==> config.mk <==
export PLATFORM = sky130hd
export DESIGN_NAME = fct_cell
export DESIGN_NICKNAME = d
export VERILOG_FILES = /design/src/rtl/core/fct_pkg.sv /design/src/rtl/core/fct_cell.sv
export SDC_FILE = /design/constraint.sdc
export NUM_CORES = 2
export LEC_CHECK = 0
export BUFFER_PORTS_ARGS = -buffer_cell sky130_fd_sc_hd__buf_4
export CAP_MARGIN = 20
export CORE_AREA = 2 2 463 327
export CTS_BUF_LIST = sky130_fd_sc_hd__clkbuf_8
export CTS_CLUSTER_SIZE = 30
export DETAILED_ROUTE_END_ITERATION = 6
export DIE_AREA = 0 0 465 329
export HOLD_SLACK_MARGIN = 0.06
export PLACE_DENSITY_LB_ADDON = 0.1
export SKIP_LAST_GASP = 1
export SLEW_MARGIN = 20
export SYNTH_ARGS = -nofsm -noshare
export SYNTH_HDL_FRONTEND = slang
export SYNTH_SLANG_ARGS = --single-unit
==> constraint.sdc <==
create_clock -name clk_i -period 12 [get_ports clk_i]
set_input_delay 1.2 -clock clk_i [delete_from_list [all_inputs] [get_ports clk_i]]
set_output_delay 1.2 -clock clk_i [all_outputs]
set_load 0.02 [all_outputs]
==> src/rtl/core/fct_pkg.sv <==
// types and constants shared by the frustum culling block
`default_nettype none

package fct_pkg;

  // primitive kind carried in the request
  typedef enum logic [1:0] {
    ActPoint  = 2'd0,
    ActSphere = 2'd1,
    ActBox    = 2'd2,
    ActPass   = 2'd3
  } action_e;

  // plane register file
  localparam int unsigned RegCount = 6;
  localparam int unsigned CfgIdxW  = 3;
  localparam int unsigned CfgDataW = 64;

  // normals are Q1.14, so d and radius move up by 14 to match the products
  localparam int unsigned NormShift = 14;
  localparam int unsigned ProdW     = 32;
  localparam int unsigned SumW      = 35;

  // one primitive travelling down the chain
  typedef struct packed {
    action_e            action;
    logic signed [15:0] first_x;
    logic signed [15:0] first_y;
    logic signed [15:0] first_z;
    logic signed [15:0] second_x;
    logic signed [15:0] second_y;
    logic signed [15:0] second_z;
    logic        [14:0] radius;
    logic               visible;
  } item_t;

  // unpacked plane coefficients
  typedef struct packed {
    logic signed [15:0] nx;
    logic signed [15:0] ny;
    logic signed [15:0] nz;
    logic signed [15:0] d;
  } plane_t;

endpackage

`default_nettype wire

==> src/rtl/core/fct_cell.sv <==
// one plane test cell: product stage then sum and compare stage
`default_nettype none

module fct_cell (
  input  wire                 clk_i,
  input  wire                 rst_ni,
  input  wire                 valid_i,
  output logic                ready_o,
  input  wire fct_pkg::item_t item_i,
  input  wire  [63:0]         plane_i,
  output logic                valid_o,
  input  wire                 ready_i,
  output fct_pkg::item_t      item_o
);

  fct_pkg::plane_t pl;
  logic            is_box;
  logic            pos_x, pos_y, pos_z;
  logic signed [15:0] sel_x, sel_y, sel_z;

  // stage a: products
  logic                                  va_q;
  logic                                  en_a;
  fct_pkg::item_t                        ia_q;
  logic signed [fct_pkg::ProdW-1:0]      px_q, py_q, pz_q;
  logic signed [fct_pkg::ProdW-1:0]      px_d, py_d, pz_d;
  logic signed [15:0]                    d_q;

  // stage b: sum and compare
  logic                                  vb_q;
  logic                                  en_b;
  fct_pkg::item_t                        ib_q, ib_d;
  logic signed [fct_pkg::SumW-1:0]       sum;
  logic signed [fct_pkg::SumW-1:0]       d_ext, r_ext;
  logic                                  culled;

  assign en_b    = !vb_q || ready_i;
  assign en_a    = !va_q || en_b;
  assign ready_o = en_a;

  assign pl     = fct_pkg::plane_t'(plane_i);
  assign is_box = (item_i.action == fct_pkg::ActBox);
  // box takes the maximum where the normal component is strictly positive
  assign pos_x  = !pl.nx[15] && (pl.nx != '0);
  assign pos_y  = !pl.ny[15] && (pl.ny != '0);
  assign pos_z  = !pl.nz[15] && (pl.nz != '0);
  assign sel_x  = (is_box && pos_x) ? item_i.second_x : item_i.first_x;
  assign sel_y  = (is_box && pos_y) ? item_i.second_y : item_i.first_y;
  assign sel_z  = (is_box && pos_z) ? item_i.second_z : item_i.first_z;
  assign px_d   = pl.nx * sel_x;
  assign py_d   = pl.ny * sel_y;
  assign pz_d   = pl.nz * sel_z;

  always_ff @(posedge clk_i or negedge rst_ni) begin
    if (!rst_ni) begin
      va_q <= 1'b0;
    end else if (en_a) begin
      va_q <= valid_i;
    end
  end

  always_ff @(posedge clk_i) begin
    if (en_a && valid_i) begin
      ia_q <= item_i;
      px_q <= px_d;
      py_q <= py_d;
      pz_q <= pz_d;
      d_q  <= pl.d;
    end
  end

  always_comb begin
    d_ext = {{(fct_pkg::SumW-16-fct_pkg::NormShift){d_q[15]}}, d_q,
             {fct_pkg::NormShift{1'b0}}};
    r_ext = '0;
    if (ia_q.action == fct_pkg::ActSphere) begin
      r_ext = {{(fct_pkg::SumW-15-fct_pkg::NormShift){1'b0}}, ia_q.radius,
               {fct_pkg::NormShift{1'b0}}};
    end
    sum = {{(fct_pkg::SumW-fct_pkg::ProdW){px_q[fct_pkg::ProdW-1]}}, px_q}
        + {{(fct_pkg::SumW-fct_pkg::ProdW){py_q[fct_pkg::ProdW-1]}}, py_q}
        + {{(fct_pkg::SumW-fct_pkg::ProdW){pz_q[fct_pkg::ProdW-1]}}, pz_q}
        + d_ext + r_ext;
    case (ia_q.action)
      fct_pkg::ActBox:                     culled = sum[fct_pkg::SumW-1];
      fct_pkg::ActPoint, fct_pkg::ActSphere:
        culled = sum[fct_pkg::SumW-1] || (sum == '0);
      default:                             culled = 1'b0;
    endcase
    ib_d         = ia_q;
    ib_d.visible = ia_q.visible && !culled;
  end

  always_ff @(posedge clk_i or negedge rst_ni) begin
    if (!rst_ni) begin
      vb_q <= 1'b0;
    end else if (en_b) begin
      vb_q <= va_q;
    end
  end

  always_ff @(posedge clk_i) begin
    if (en_b && va_q) begin
      ib_q <= ib_d;
    end
  end

  assign valid_o = vb_q;
  assign item_o  = ib_q;

endmodule

`default_nettype wire

-- Word-level counts from Yosys, hierarchy flattened
Index checks and enable logic that the tools add are counted.
- flip-flop bits (word level): 342
- output and inout bits: 116
- input bits: 182
- word-level logic and storage cells: 63
- muxes and demuxes: 5
- add/subtract/negate cells: 4
- reduce and logical (&&, ||, !) cells: 24
- multipliers: 3
- eq/ne operators: 3
- operators with widths (cell ; count):
    multiplier 16 x 16 -> 32 bit ; 3
    two-way mux 16 bit ; 3
    nonzero test 16 bit ; 3
    adder 34 x 30 -> 35 bit ; 1
    adder 35 bit ; 1
    zero test 35 bit ; 1
    adder 33 x 32 -> 34 bit ; 1
    adder 32 x 32 -> 33 bit ; 1
    two-way mux 29 bit ; 1
    logical AND 1 bit ; 9
    zero test 1 bit ; 6
    == test 2 bit, second input constant ; 2
    logical OR 1 bit ; 3
    == test 2 x 1 -> 1 bit, second input constant ; 1
    zero test 2 bit ; 1
    case mux 1 bit (2 select lines) ; 1
    OR reduction 2 bit ; 1

-- Depth between registers and ports, before layout
- word-level depth: 9
- depth in mapped cells: 32
- mapped depth without buffers: 28

-- Worst setup path after synthesis
Ideal clock, no wire load.
- path type: input port to flip-flop
- from: input port plane_i[58]
- to: register px_q[30] (netlist name), data pin
- setup time: 0.137 ns
- buffers on the path: 3
- stages: 29
- slack: 2.951 ns
- data required time: 11.863 ns
- arrival time: 8.912 ns
- path through: or4_1 nor4_1 a311o_1 clkbuf_1 buf_2 mux2i_1 clkbuf_1 nor2b_1 fa_1 inv_1 fa_1 fa_1 inv_1 fa_1 fa_1 inv_1 fa_1 inv_1 ha_1 o21a_1 a21oi_2 o21ai_1 a2111oi_1 o31ai_1 nand3_1 a31oi_1 o41a_1 or4_1 nand4_1
- longest elaborated chain between the ends: 5
- RTL lines (what ; line ; text):
    from (decl) ; fct_cell.sv:10 ; input wire [63:0] plane_i,
    nonzero test 16 bit ; fct_cell.sv:44 ; assign pos_x = !pl.nx[15] && (pl.nx != '0);
    logical AND 1 bit ; fct_cell.sv:44 ;
    logical AND 1 bit ; fct_cell.sv:47 ; assign sel_x = (is_box && pos_x) ? item_i.second_x : item_i.first_x;
    two-way mux 16 bit ; fct_cell.sv:47 ;
    multiplier 16 x 16 -> 32 bit (*) ; fct_cell.sv:50 ; assign px_d = pl.nx * sel_x;
    net px_d (one bit) ; fct_cell.sv:26 ; logic signed [fct_pkg::ProdW-1:0] px_d, py_d, pz_d;
    to (signal assigned) ; fct_cell.sv:65 ; px_q <= px_d;
    to (decl) ; fct_cell.sv:25 ; logic signed [fct_pkg::ProdW-1:0] px_q, py_q, pz_q;
Mark *: on every way through the listed nets, which the timed path passes. The rest lies on a longest branch.
A chain may end at the register's enable or synchronous reset.

-- Final worst setup path
- from: input port plane_i[23]
- to: register pz_q[31] (netlist name), data pin
- longest elaborated chain between the ends: 5
- RTL lines (what ; line ; text):
    nonzero test 16 bit ; fct_cell.sv:46 ; assign pos_z = !pl.nz[15] && (pl.nz != '0);
    logical AND 1 bit ; fct_cell.sv:46 ;
    logical AND 1 bit ; fct_cell.sv:49 ; assign sel_z = (is_box && pos_z) ? item_i.second_z : item_i.first_z;
    two-way mux 16 bit ; fct_cell.sv:49 ;
    multiplier 16 x 16 -> 32 bit (*) ; fct_cell.sv:52 ; assign pz_d = pl.nz * sel_z;
    net pz_d (one bit) ; fct_cell.sv:26 ;
    to (signal assigned) ; fct_cell.sv:67 ; pz_q <= pz_d;
    to (decl) ; fct_cell.sv:25 ;
Marks and branches as above.

==> flow_metrics.tcl <==
set metrics [dict create \
    grt_antenna_before_repair 10 \
    cts_resized 0 \
    maxSlewHeadroom_pct 29.3 \
    core_region_area_sq_mm 0.149 \
    syn2layout_area_growth_pct 13.2 \
    grt_overflow 0 \
    postCtsSetupBuffers 0 \
    multi_input_area_sq_mm 0.0300 \
    yosysMostFrequentCell "inv_1" \
    cpMostUsedCell "fa_1" \
    vias 28800 \
    synth_xor_area_share_pct 2.29 \
    yosysTopAreaCellShare_pct 38.5 \
    syn_area_sq_mm 0.0444 \
    clock-sinks 342 \
    cts_hold_buf 0 \
    drv_cap 0 \
    yosys-mux-area-fraction_pct 1.32 \
    synth_adder_area_share_pct 47.1 \
    cts_tree "yes" \
    min_path_type "input pin to async pin" \
    synth_commonest_cells "inv_1, fa_1, nand2_1" \
    die_y_microns 329 \
    yosys_most_used_dff "edfxtp_1" \
    num_rows 119 \
    clock_skew_ps 26.4 \
    clk_latency_ps 760 \
    nNetsFinal 5744 \
    ff2ff_path_depth 14 \
    place.gp.congestion 0.813 \
    cp_data_required_time_ps 12470 \
    max_freq_mhz 106 \
    outcome "finished, violations left" \
    utilization_pct 33.7 \
    yosysTopAreaCell "fa_1" \
    io_buffer_count 297 \
    num-fill-cells 15200 \
    synthSimpleGateAreaFrac_pct 12.1 \
    cp.arrival_ps 9890 \
    via_per_inst 4.46 \
    firstDrtPassIters 7 \
    crit_fanout 17 \
    grt_pass1_vias 30500 \
    design_area_sq_mm 0.0503 \
    yosysUniqueCellTypes 79 \
    hpwl_mm 103 \
    worst_pin_slew_ps 1060 \
    regArea_sq_mm 0.0103 \
    numCtsBuffers 61 \
    grt_pass1_wl_mm 195 \
    synth-seq-cells 342 \
    drc_errors 3 \
    netlist_instances 4130 \
    antenna_left 0 \
    synth.area.top_cells "fa_1, edfxtp_1, ha_1, inv_1, nor2b_1" \
    grt_use_total_pct 16.9 \
    synth_edf_count 340 \
    async_flop_share_pct 0.585 \
    fin_crit_ps 9420 \
    placed_area_sq_mm 0.0489 \
    cp-end-kind "flop" \
    synth_top_family_by_area "adder cells" \
    maxSlewViolCount 0 \
    die_x_microns 465 \
    drive_gt1_share_pct 10.8 \
    critical-path-max-stage-delay_ps 920 \
    yosys_warnings 0 \
    finalHoldViolCount 0 \
    wl_per_cell_microns 19.5 \
    rsz0062_at_grt "no" \
    die_area_sq_mm 0.153 \
    cts_root_buffer "clkbuf_8" \
    drtIter0Drc 1762 \
    initial_core_util_pct 29.8 \
    finalSetupViolCount 0 \
    cts.path.max_buffers 3 \
    slowest_stage "a311o_1" \
    synth_compound_area_share_pct 4.67 \
    synth_area_per_cell_sq_um 10.8 \
    period_share_pct 78.5 \
    clk_pin_slew_ps 60 \
    io_pins 298 \
    grt_start_max_net_pins 69 \
    synth_nets 5472 \
    wirelength_mm 126 \
    criticalPathCategory "input pin to flop" \
    finalSetupTns_ps 0 \
    seq_area_frac_synth_pct 23.1 \
    start_kind "input pin" \
    cts_max_level 2 \
    violations "DRC" \
]
## registers in the layout, summed over array words and instances (netlist names)
name and flops:
ia_q 114, item_o 114, px_q 32, py_q 32, pz_q 32, d_q 16, va_q 1, valid_o 1
## placed cells by master (no fill, tap or decap), types with 8 or more instances in the layout
cell       count
nor4_1        13
nand3_1       19
o21a_1        23
xor2_1        25
and2_1       163
edfxtp_1     340
mux2i_1       23
bufinv_16      8
nand2_1      352
nand4_1       14
a21o_1        31
a31oi_1       14
or2_2         15
inv_1        990
nand2b_1      42
ha_1         305
mux2_2        28
o21bai_1       9
clkbuf_8      64
nor3_1        22
clkinv_1      13
buf_4        325
fa_1         855
nor2_1       100
a21oi_1       87
xnor2_1       91
o21ai_0       50
or4_1          8
a211oi_1      14
nor2b_1      264
and3_1         9
o211ai_1       8
clkinv_2      15
## layout make-up
class | count | area share [%]
Timing Repair Buffer | 326 | 4.88
Sequential cell | 342 | 20.4
Tap cell | 1996 | 4.97
Clock buffer | 63 | 1.72
Inverter | 984 | 7.34
Antenna cell | 2 | 0.00995
Clock inverter | 53 | 0.980
Multi-Input combinational cell | 2687 | 59.7
## per-layer routing
metal | wire (microns) | GRT usage, % | part of all wire (%) | vias up
li1 | - | - | - | 13200
met1 | 68300 | 28.0 | 54 | 14800
met2 | 49100 | 22.4 | 39 | 610
met3 | 6740 | 3.06 | 5.4 | 84
met4 | 1680 | 2.77 | 1.3 | 8
met5 | 57 | 0 | 0.045 | -
## cell families (layout without fill, tap and decap cells)
logic type | Yosys count | count (layout)
XOR/XNOR | 116 | 116
AND/OR/NAND/NOR | 1043 | 1043
buffers and inverters | 1101 | 1426
adder cells (fa/ha/maj) | 1160 | 1160
other | 0 | 2
flip-flops | 342 | 342
AO/OA/AOI/OAI | 313 | 313
multiplexers | 55 | 55
## final timing paths
| kind | startpoint | end | slack [ps] |
|---|---|---|---|
| min reg2reg | ia_q[52]$_DFFE_PP_ | item_o[52]$_DFFE_PP_ | 410 |
| min | rst_ni | valid_o$_DFFE_PN0P_ | 210 |
| max reg2reg | px_q[16]$_DFFE_PP_ | item_o[0]$_DFFE_PP_ | 6040 |
| max in group asynchronous | rst_ni | va_q$_DFFE_PN0N_ | 11710 |
| min in group clk_i | ia_q[52]$_DFFE_PP_ | item_o[52]$_DFFE_PP_ | 410 |
| max | plane_i[23] | pz_q[31]$_DFFE_PP_ | 2580 |
## worst max-delay path, delay by kind of cell
kind	cells	cell delay [ps]
xor+xnor	1	160
compound gates	7	2150
fa+ha+maj	7	3500
simple gates	6	1880
mux	1	610
buf+inv	4	370
## metrics by stage
step	instances	hold WS, ps	setup slack, ps
floorplan	4130	400	2950
finish	6453	206	2580
CTS	6450	102	2770
global placement	6334	401	1990
detailed placement	6334	405	1930
global route	6452	133	2290
Power is left out: the tool's default activity adds up to more than one toggle a clock period on the data nets, which glitch-free logic cannot reach.
